File: config.mk
export PLATFORM = sky130hd
export DESIGN_NAME = md5_hash_engine
export DESIGN_NICKNAME = d
export VERILOG_FILES = /design/src/hw/rtl/md5_pkg.sv /design/src/hw/rtl/md5_datapath.sv /design/src/hw/rtl/md5_ctrl.sv /design/src/hw/rtl/md5_hash_engine.sv
export SDC_FILE = /design/constraint.sdc
export NUM_CORES = 2
export LEC_CHECK = 0
export ABC_AREA = 1
export ABC_CLOCK_PERIOD_IN_PS = 11630
export BUFFER_PORTS_ARGS = -buffer_cell sky130_fd_sc_hd__clkbuf_2
export CAP_MARGIN = 20
export CORE_ASPECT_RATIO = 1.1
export CORE_MARGIN = 2
export CORE_UTILIZATION = 30
export DETAILED_ROUTE_END_ITERATION = 10
export GPL_TIMING_DRIVEN = 1
export PLACE_DENSITY = 0.4
export SLEW_MARGIN = 20
export SYNTH_ARGS = -nofsm -noshare
export SYNTH_HDL_FRONTEND = slang
export SYNTH_HIERARCHICAL = 1
export SYNTH_SLANG_ARGS = --single-unit
File: constraint.sdc
create_clock -name clk_i -period 11.63 [get_ports clk_i]
set_input_delay 1.163 -clock clk_i [delete_from_list [all_inputs] [get_ports clk_i]]
set_output_delay 1.163 -clock clk_i [all_outputs]
set_load 0.02 [all_outputs]
File: src/hw/rtl/md5_pkg.sv
// ----------------------------------------------------------------------------
// md5_pkg
// Shared types, constants and round tables for the MD5 hash engine.
// ----------------------------------------------------------------------------
package md5_pkg;

  localparam logic [31:0] IV_A = 32'h67452301;
  localparam logic [31:0] IV_B = 32'hefcdab89;
  localparam logic [31:0] IV_C = 32'h98badcfe;
  localparam logic [31:0] IV_D = 32'h10325476;
  localparam logic [31:0] PAD_BYTE = 32'h00000080;

  typedef enum logic [2:0] {
    ST_IDLE,
    ST_COMP,
    ST_FIN,
    ST_PAD,
    ST_OUT
  } md5_state_e;

  // control from controller to datapath
  typedef struct packed {
    logic       load_word;   // write in_word at word position
    logic       load_pad;    // write a padding word at word position
    logic       pad_mark;    // padding word is the 0x80 marker word
    logic       pad_len;     // padding word is a length word
    logic       start;       // latch working registers from chaining words
    logic       step;        // run one compression step
    logic       finish;      // add working registers into chaining words
    logic       clear;       // restore initial values, reset counters
  } md5_cmd_t;

  typedef struct packed {
    logic       tail_whole;  // incoming word carries four or more valid bytes
    logic       step_last;   // step counter at 63
    logic [3:0] word_pos;
  } md5_status_t;

  typedef struct packed {
    logic [31:0] word;
    logic [2:0]  valid_bytes;
    logic        is_last;
  } md5_in_t;

  function automatic logic [31:0] md5_k(input logic [5:0] i);
    logic [31:0] k;
    case (i)
      6'd0: k = 32'hd76aa478;  6'd1: k = 32'he8c7b756;  6'd2: k = 32'h242070db;
      6'd3: k = 32'hc1bdceee;  6'd4: k = 32'hf57c0faf;  6'd5: k = 32'h4787c62a;
      6'd6: k = 32'ha8304613;  6'd7: k = 32'hfd469501;  6'd8: k = 32'h698098d8;
      6'd9: k = 32'h8b44f7af;  6'd10: k = 32'hffff5bb1; 6'd11: k = 32'h895cd7be;
      6'd12: k = 32'h6b901122; 6'd13: k = 32'hfd987193; 6'd14: k = 32'ha679438e;
      6'd15: k = 32'h49b40821; 6'd16: k = 32'hf61e2562; 6'd17: k = 32'hc040b340;
      6'd18: k = 32'h265e5a51; 6'd19: k = 32'he9b6c7aa; 6'd20: k = 32'hd62f105d;
      6'd21: k = 32'h02441453; 6'd22: k = 32'hd8a1e681; 6'd23: k = 32'he7d3fbc8;
      6'd24: k = 32'h21e1cde6; 6'd25: k = 32'hc33707d6; 6'd26: k = 32'hf4d50d87;
      6'd27: k = 32'h455a14ed; 6'd28: k = 32'ha9e3e905; 6'd29: k = 32'hfcefa3f8;
      6'd30: k = 32'h676f02d9; 6'd31: k = 32'h8d2a4c8a; 6'd32: k = 32'hfffa3942;
      6'd33: k = 32'h8771f681; 6'd34: k = 32'h6d9d6122; 6'd35: k = 32'hfde5380c;
      6'd36: k = 32'ha4beea44; 6'd37: k = 32'h4bdecfa9; 6'd38: k = 32'hf6bb4b60;
      6'd39: k = 32'hbebfbc70; 6'd40: k = 32'h289b7ec6; 6'd41: k = 32'heaa127fa;
      6'd42: k = 32'hd4ef3085; 6'd43: k = 32'h04881d05; 6'd44: k = 32'hd9d4d039;
      6'd45: k = 32'he6db99e5; 6'd46: k = 32'h1fa27cf8; 6'd47: k = 32'hc4ac5665;
      6'd48: k = 32'hf4292244; 6'd49: k = 32'h432aff97; 6'd50: k = 32'hab9423a7;
      6'd51: k = 32'hfc93a039; 6'd52: k = 32'h655b59c3; 6'd53: k = 32'h8f0ccc92;
      6'd54: k = 32'hffeff47d; 6'd55: k = 32'h85845dd1; 6'd56: k = 32'h6fa87e4f;
      6'd57: k = 32'hfe2ce6e0; 6'd58: k = 32'ha3014314; 6'd59: k = 32'h4e0811a1;
      6'd60: k = 32'hf7537e82; 6'd61: k = 32'hbd3af235; 6'd62: k = 32'h2ad7d2bb;
      default: k = 32'heb86d391;
    endcase
    return k;
  endfunction

  function automatic logic [4:0] md5_rot(input logic [5:0] i);
    logic [4:0] r;
    case ({i[5:4], i[1:0]})
      4'd0: r = 5'd7;   4'd1: r = 5'd12;  4'd2: r = 5'd17;  4'd3: r = 5'd22;
      4'd4: r = 5'd5;   4'd5: r = 5'd9;   4'd6: r = 5'd14;  4'd7: r = 5'd20;
      4'd8: r = 5'd4;   4'd9: r = 5'd11;  4'd10: r = 5'd16; 4'd11: r = 5'd23;
      4'd12: r = 5'd6;  4'd13: r = 5'd10; 4'd14: r = 5'd15; default: r = 5'd21;
    endcase
    return r;
  endfunction

endpackage

File: src/hw/rtl/md5_datapath.sv
// ----------------------------------------------------------------------------
// md5_datapath
// Block buffer, byte counter, chaining words and the one-step MD5 round unit.
// ----------------------------------------------------------------------------
module md5_datapath (
  input  logic                clk_i,
  input  logic                rst_ni,
  input  md5_pkg::md5_cmd_t   cmd_i,
  input  md5_pkg::md5_in_t    in_i,
  output md5_pkg::md5_status_t status_o,
  output logic [127:0]        digest_o
);
  import md5_pkg::*;

  logic [31:0] buf_q [16];
  logic [3:0]  pos_q, pos_d;
  logic [60:0] cnt_q, cnt_d;
  logic [5:0]  step_q;
  logic [31:0] h_q [4];
  logic [31:0] a_q, b_q, c_q, d_q;
  logic [31:0] wr_word, pad_word, f, sum, rot;
  logic [3:0]  g;
  logic [2:0]  vb;
  logic [63:0] bits;

  // padded last word (valid below four), or marker / length / zero padding
  always_comb begin
    vb = (in_i.valid_bytes > 3'd4) ? 3'd4 : in_i.valid_bytes;
    case (vb)
      3'd0: wr_word = PAD_BYTE;
      3'd1: wr_word = {16'h0, PAD_BYTE[7:0], in_i.word[7:0]};
      3'd2: wr_word = {8'h0, PAD_BYTE[7:0], in_i.word[15:0]};
      3'd3: wr_word = {PAD_BYTE[7:0], in_i.word[23:0]};
      default: wr_word = in_i.word;
    endcase
    bits = {cnt_q, 3'b000};
    if (cmd_i.pad_mark) begin
      pad_word = PAD_BYTE;
    end else if (cmd_i.pad_len) begin
      pad_word = (pos_q == 4'd15) ? bits[63:32] : bits[31:0];
    end else begin
      pad_word = '0;
    end
  end

  always_comb begin
    cnt_d = cnt_q;
    pos_d = pos_q;
    if (cmd_i.load_word) begin
      cnt_d = in_i.is_last ? cnt_q + 61'(vb) : cnt_q + 61'd4;
      pos_d = pos_q + 4'd1;
    end else if (cmd_i.load_pad) begin
      pos_d = pos_q + 4'd1;
    end
  end

  always_ff @(posedge clk_i) begin
    if (cmd_i.load_word) begin
      buf_q[pos_q] <= in_i.is_last ? wr_word : in_i.word;
    end else if (cmd_i.load_pad) begin
      buf_q[pos_q] <= pad_word;
    end
  end

  always_comb begin
    case (step_q[5:4])
      2'd0: begin f = (b_q & c_q) | (~b_q & d_q); g = step_q[3:0]; end
      2'd1: begin f = (b_q & d_q) | (c_q & ~d_q); g = 4'(5 * step_q + 1); end
      2'd2: begin f = b_q ^ c_q ^ d_q;           g = 4'(3 * step_q + 5); end
      default: begin f = c_q ^ (b_q | ~d_q);     g = 4'(7 * step_q); end
    endcase
    sum = a_q + f + md5_k(step_q) + buf_q[g];
    rot = (sum << md5_rot(step_q)) | (sum >> (6'd32 - {1'b0, md5_rot(step_q)}));
  end

  always_ff @(posedge clk_i or negedge rst_ni) begin
    if (!rst_ni) begin
      pos_q  <= '0;
      cnt_q  <= '0;
      step_q <= '0;
      h_q[0] <= IV_A; h_q[1] <= IV_B; h_q[2] <= IV_C; h_q[3] <= IV_D;
    end else begin
      if (cmd_i.clear) begin
        pos_q  <= '0;
        cnt_q  <= '0;
        h_q[0] <= IV_A; h_q[1] <= IV_B; h_q[2] <= IV_C; h_q[3] <= IV_D;
      end else begin
        pos_q <= pos_d;
        cnt_q <= cnt_d;
        if (cmd_i.finish) begin
          h_q[0] <= h_q[0] + a_q; h_q[1] <= h_q[1] + b_q;
          h_q[2] <= h_q[2] + c_q; h_q[3] <= h_q[3] + d_q;
        end
      end
      if (cmd_i.start) begin
        step_q <= '0;
      end else if (cmd_i.step) begin
        step_q <= step_q + 6'd1;
      end
    end
  end

  always_ff @(posedge clk_i) begin
    if (cmd_i.start) begin
      a_q <= h_q[0]; b_q <= h_q[1]; c_q <= h_q[2]; d_q <= h_q[3];
    end else if (cmd_i.step) begin
      a_q <= d_q; d_q <= c_q; c_q <= b_q; b_q <= b_q + rot;
    end
  end

  assign status_o.tail_whole = vb == 3'd4;
  assign status_o.step_last  = step_q == 6'd63;
  assign status_o.word_pos   = pos_q;
  assign digest_o = {h_q[3], h_q[2], h_q[1], h_q[0]};

endmodule

File: src/hw/rtl/md5_ctrl.sv
// ----------------------------------------------------------------------------
// md5_ctrl
// Sequencer: word intake, block compression, padding and digest hand-off.
// ----------------------------------------------------------------------------
module md5_ctrl (
  input  logic                 clk_i,
  input  logic                 rst_ni,
  input  logic                 in_fire_i,
  input  logic                 in_last_i,
  input  logic                 out_ready_i,
  input  md5_pkg::md5_status_t status_i,
  output md5_pkg::md5_cmd_t    cmd_o,
  output logic                 in_ready_o,
  output logic                 out_valid_o
);
  import md5_pkg::*;

  md5_state_e state_q, state_d;
  logic       pad_q, pad_d;     // padding run in progress
  logic       mark_q, mark_d;   // 0x80 marker word still owed
  logic       len_q, len_d;     // length field under way
  logic       begun_q, begun_d; // compression started (start issued)

  always_comb begin
    state_d = state_q;
    pad_d   = pad_q;
    mark_d  = mark_q;
    len_d   = len_q;
    begun_d = begun_q;
    case (state_q)
      ST_IDLE: begin
        if (in_fire_i) begin
          pad_d  = in_last_i;
          mark_d = in_last_i && status_i.tail_whole;
          if (status_i.word_pos == 4'd15) begin
            state_d = ST_COMP;
          end else if (in_last_i) begin
            state_d = ST_PAD;
          end
        end
      end
      ST_COMP: begin
        if (!begun_q) begin
          begun_d = 1'b1;
        end else if (status_i.step_last) begin
          begun_d = 1'b0;
          state_d = ST_FIN;
        end
      end
      ST_FIN: begin
        state_d = !pad_q ? ST_IDLE : (len_q ? ST_OUT : ST_PAD);
      end
      ST_PAD: begin
        if (mark_q) begin
          mark_d = 1'b0;
        end else if (status_i.word_pos == 4'd14) begin
          len_d = 1'b1;
        end
        if (status_i.word_pos == 4'd15) begin
          state_d = ST_COMP;
        end
      end
      ST_OUT: begin
        if (out_ready_i) begin
          state_d = ST_IDLE;
          pad_d   = 1'b0;
          mark_d  = 1'b0;
          len_d   = 1'b0;
        end
      end
      default: state_d = ST_IDLE;
    endcase
  end

  always_comb begin
    cmd_o       = '0;
    in_ready_o  = 1'b0;
    out_valid_o = 1'b0;
    case (state_q)
      ST_IDLE: begin
        in_ready_o      = 1'b1;
        cmd_o.load_word = in_fire_i;
      end
      ST_COMP: begin
        cmd_o.start = !begun_q;
        cmd_o.step  = begun_q;
      end
      ST_FIN: begin
        cmd_o.finish = 1'b1;
      end
      ST_PAD: begin
        cmd_o.load_pad = 1'b1;
        cmd_o.pad_mark = mark_q;
        cmd_o.pad_len  = !mark_q && (status_i.word_pos == 4'd14 ||
                                     (status_i.word_pos == 4'd15 && len_q));
      end
      ST_OUT: begin
        out_valid_o = 1'b1;
        cmd_o.clear = out_ready_i;
      end
      default: ;
    endcase
  end

  always_ff @(posedge clk_i or negedge rst_ni) begin
    if (!rst_ni) begin
      state_q <= ST_IDLE;
      pad_q   <= 1'b0;
      mark_q  <= 1'b0;
      len_q   <= 1'b0;
      begun_q <= 1'b0;
    end else begin
      state_q <= state_d;
      pad_q   <= pad_d;
      mark_q  <= mark_d;
      len_q   <= len_d;
      begun_q <= begun_d;
    end
  end

  assert property (@(posedge clk_i) disable iff (!rst_ni)
    in_fire_i |-> state_q == ST_IDLE)
    else $error("word taken outside idle");
  assert property (@(posedge clk_i) disable iff (!rst_ni)
    cmd_o.step && status_i.step_last |=> cmd_o.finish)
    else $error("no finish after last step");
  assert property (@(posedge clk_i) disable iff (!rst_ni)
    out_valid_o && !out_ready_i |=> out_valid_o)
    else $error("digest dropped");

endmodule

File: src/hw/rtl/md5_hash_engine.sv
// ----------------------------------------------------------------------------
// md5_hash_engine
// MD5 digest of a word stream; emits the four chaining words per message.
// ----------------------------------------------------------------------------
// Words are accepted only while idle; a full block then runs on the shared step
// unit (load, 64 round steps at one per cycle, add), and no word is taken then.
// After the last word, the padding writes and any extra block run before the
// digest is valid.
// Reset: asynchronous; chaining words to the MD5 initial values, counters zero.
module md5_hash_engine (
  input  logic         clk_i,
  input  logic         rst_ni,
  input  logic         s_axis_tvalid,
  output logic         s_axis_tready,
  input  logic [39:0]  s_axis_tdata,   // message_word[31:0], valid_bytes[34:32]
  input  logic         s_axis_tlast,   // is_last
  output logic         m_axis_tvalid,
  input  logic         m_axis_tready,
  output logic [127:0] m_axis_tdata    // digest_a, digest_b, digest_c, digest_d
);
  import md5_pkg::*;

  md5_cmd_t    cmd;
  md5_status_t status;
  md5_in_t     in_w;

  assign in_w.word        = s_axis_tdata[31:0];
  assign in_w.valid_bytes = s_axis_tdata[34:32];
  assign in_w.is_last     = s_axis_tlast;

  md5_ctrl u_ctrl (
    .clk_i, .rst_ni,
    .in_fire_i(s_axis_tvalid && s_axis_tready),
    .in_last_i(s_axis_tlast),
    .out_ready_i(m_axis_tready),
    .status_i(status),
    .cmd_o(cmd),
    .in_ready_o(s_axis_tready),
    .out_valid_o(m_axis_tvalid)
  );

  md5_datapath u_dp (
    .clk_i, .rst_ni,
    .cmd_i(cmd),
    .in_i(in_w),
    .status_o(status),
    .digest_o(m_axis_tdata)
  );

endmodule

==> impl_metrics.py <==
metrics = {
    "outcome": {
        "status": "finished, final reports clean",
    },
    "floorplanning": {
        "core_um2": 183000,
        "initial_core_util": 0.301,
        "dieArea_um2": 187000,
        "die_w_um": 413,
        "die_h_um": 454,
        "num_io_pins": 175,
        "core.rowCount": 165,
    },
    "synthesis": {
        "avgSynthCellArea_um2": 8.16,
        "synth_area_um2": 55200,
        "synth_most_common_cell": "nand2_1",
        "yosys-top-cells-count": "1260 x nand2_1, 786 x inv_1, 711 x o21ai_0",
        "synth_top_area_frac": 0.348,
        "ys_seq_area_frac": 0.443,
        "yosys-top-cells-area": "edfxtp_1 35%, nand2_1 8.6%, o21ai_0 6.4%, dfrtp_1 6.4%, inv_1 5.3%",
        "synth_ff_type": "edfxtp_1",
        "synth-seq-cells": 846,
        "yosysWarnings": 6,
        "synth_edf_count": 640,
        "synth_cells": 6762,
        "syn-num-nets": 7102,
        "synth_top_area_cell": "edfxtp_1",
        "synth_cell_types": 82,
        "synth-async-reset-ratio": 0.243,
    },
    "setup_path": {
        "endpoint_kind": "flop",
        "crit_family": "simple AND/OR/NAND/NOR gates",
        "slowest_delay_ps": 670,
        "worst_ep_arrival_time_ps": 10290,
        "cp.depth": 51,
        "cp_slowest_cell": "fa_1",
        "crit_type": "reg -> reg",
        "cp.required_ps": 12170,
        "worst-path-buf-inv": 7,
        "rr_worst_depth": 51,
        "cp_common_cell": "nand2_1",
        "worst_setup_path_start_kind": "flop",
        "critical_path.max_fanout": 13,
    },
    "routing": {
        "wire_per_inst_um": 25.3,
        "vias": 49577,
        "ant_nets": 0,
        "viasPerCell": 5.27,
        "first_pass_iters": 6,
        "drc_errors": 0,
        "routed_wirelength_mm": 238,
        "drtIter0Drc": 4280,
    },
    "global_routing": {
        "grt_pass1_vias": 47896,
        "use_met3": 0.0293,
        "use_met1": 0.316,
        "grt.total_usage": 0.249,
        "busiest_layer": "met2",
        "met2_usage": 0.433,
        "grt_max_degree": 88,
        "grt_overflow": 0,
        "antenna_found_initial": 1,
        "grt_pass1_wl_mm": 341,
    },
    "sta": {
        "slew-limit-headroom": 0.281,
        "hold_viol": 0,
        "setup_viol": 0,
        "skew_ps": 58.6,
        "setup_tns_ps": 0,
        "fin_crit_ps": 9750,
        "maxClockFrequency_ghz": 0.103,
        "rsz0062_at_grt": "false",
        "final-max-slew-violation-count": 0,
        "tightest_slew_ps": 1080,
        "finalCritPeriodShare": 0.839,
    },
    "cts": {
        "clock_sinks": 846,
        "numCtsBuffers": 101,
        "hold_buffers": 0,
        "clk_pin_slew_ps": 60,
        "cts_tree": "done",
        "cts-root-buf": "clkbuf_16",
        "h-tree-depth": 3,
        "clockBufferDepth": 3,
        "postCtsSetupBuffers": 0,
        "cts_resized": 0,
        "clk_latency_ps": 800,
    },
    "placement": {
        "portBuffers": 169,
        "gp_congestion": 0.954,
        "dp_hpwl_mm": 173,
    },
    "worst_hold_path": {
        "hold_path.class": "in -> async",
    },
    "cells_and_area": {
        "nNetsFinal": 7233,
        "drive_above_1_share": 0.0950,
        "diodes": 0,
        "area_delta_synth_final_pct": 13.6,
        "fillers": 19519,
    },
    "job": {
        "maxCapViolCount": 0,
    },
}
## path summary, 6_finish.rpt
path,startpoint,end,slack (ps)
max in group asynchronous,rst_ni,u_dp/cnt_q[37],9300
worst min register to register,u_dp/cnt_q[25],u_dp/cnt_q[25],470
worst max-delay path,u_dp/step_q[0],u_dp/b_q[26],1880
worst min-delay path,rst_ni,u_dp/digest_o[31],380
worst max register to register,u_dp/step_q[0],u_dp/b_q[26],1880
min in group clk_i,u_dp/cnt_q[25],u_dp/cnt_q[25],470
## flip-flops by register name, indices dropped and copies added, names as in the netlist, 3 cells and up
| name | cells |
|---|---|
| u_ctrl/state_q | 3 |
| u_dp/pos_q | 4 |
| u_dp/digest_o | 128 |
| u_dp/c_q | 32 |
| u_dp/d_q | 32 |
| u_dp/a_q | 32 |
| u_dp/cnt_q | 61 |
| u_dp/buf_q | 512 |
| u_dp/b_q | 32 |
| u_dp/step_q | 6 |
## final cells by class
type / instances / area [um2] / area share
inverter: 808 / 3050 / 0.0486
clock inverter: 66 / 741 / 0.0118
clock buffer: 122 / 2640 / 0.0420
tap: 2421 / 3030 / 0.0483
timing repair buffer: 308 / 2040 / 0.0325
sequential: 846 / 24500 / 0.390
multi-input combinational: 4828 / 26800 / 0.427
## metrics by stage
stage          worst slack [ps]  hold slack [ps]  utilization  instance area, um2  instances
2_1_floorplan              3450              433            -               55200       6762
3_3_place_gp               1830              454        0.323               59300       9210
3_5_place_dp               1830              453        0.324               59300       9211
4_1_cts                    1870              338        0.342               62700       9399
5_1_grt                     999              391        0.342               62700       9399
6_report                   1880              383        0.342               62700       9399
## per-layer routing
metal  up-vias  wire length, um
met5         -                0
met4         0             8580
met3       294            11100
met2      1406           117000
met1     24168           101000
li1      23709                -
## cells by family after synthesis
family / Yosys count / share of synthesized area
AND/OR/NAND/NOR: 2719 / 0.210
AO/OA/AOI/OAI: 1717 / 0.179
buffers and inverters: 1088 / 0.0766
flip-flops: 846 / 0.443
adder cells (fa/ha/maj): 295 / 0.0764
XOR/XNOR: 96 / 0.0154
multiplexers: 1 / 0.000181
## cells in the final DEF, fill, tap and decap left out, types with 24 or more instances in the layout
master / count
ha_1: 225
xor2_1: 53
nor2_1: 675
inv_1: 784
or2_2: 29
buf_4: 128
fa_1: 70
nand3_1: 458
clkbuf_2: 168
o21ai_0: 687
o221ai_1: 73
clkinv_1: 24
a31oi_1: 32
dfrtp_1: 141
o21ai_1: 71
dfstp_2: 64
nor3_1: 105
nand4_1: 50
nor4_1: 64
nand2_1: 1258
xnor2_1: 42
nor2_4: 26
edfxtp_1: 640
o22ai_1: 131
clkbuf_16: 101
a21oi_1: 459
o211ai_1: 103
Power is left out: the tool's default activity adds up to more than one toggle a clock period on the data nets, which glitch-free logic cannot reach.
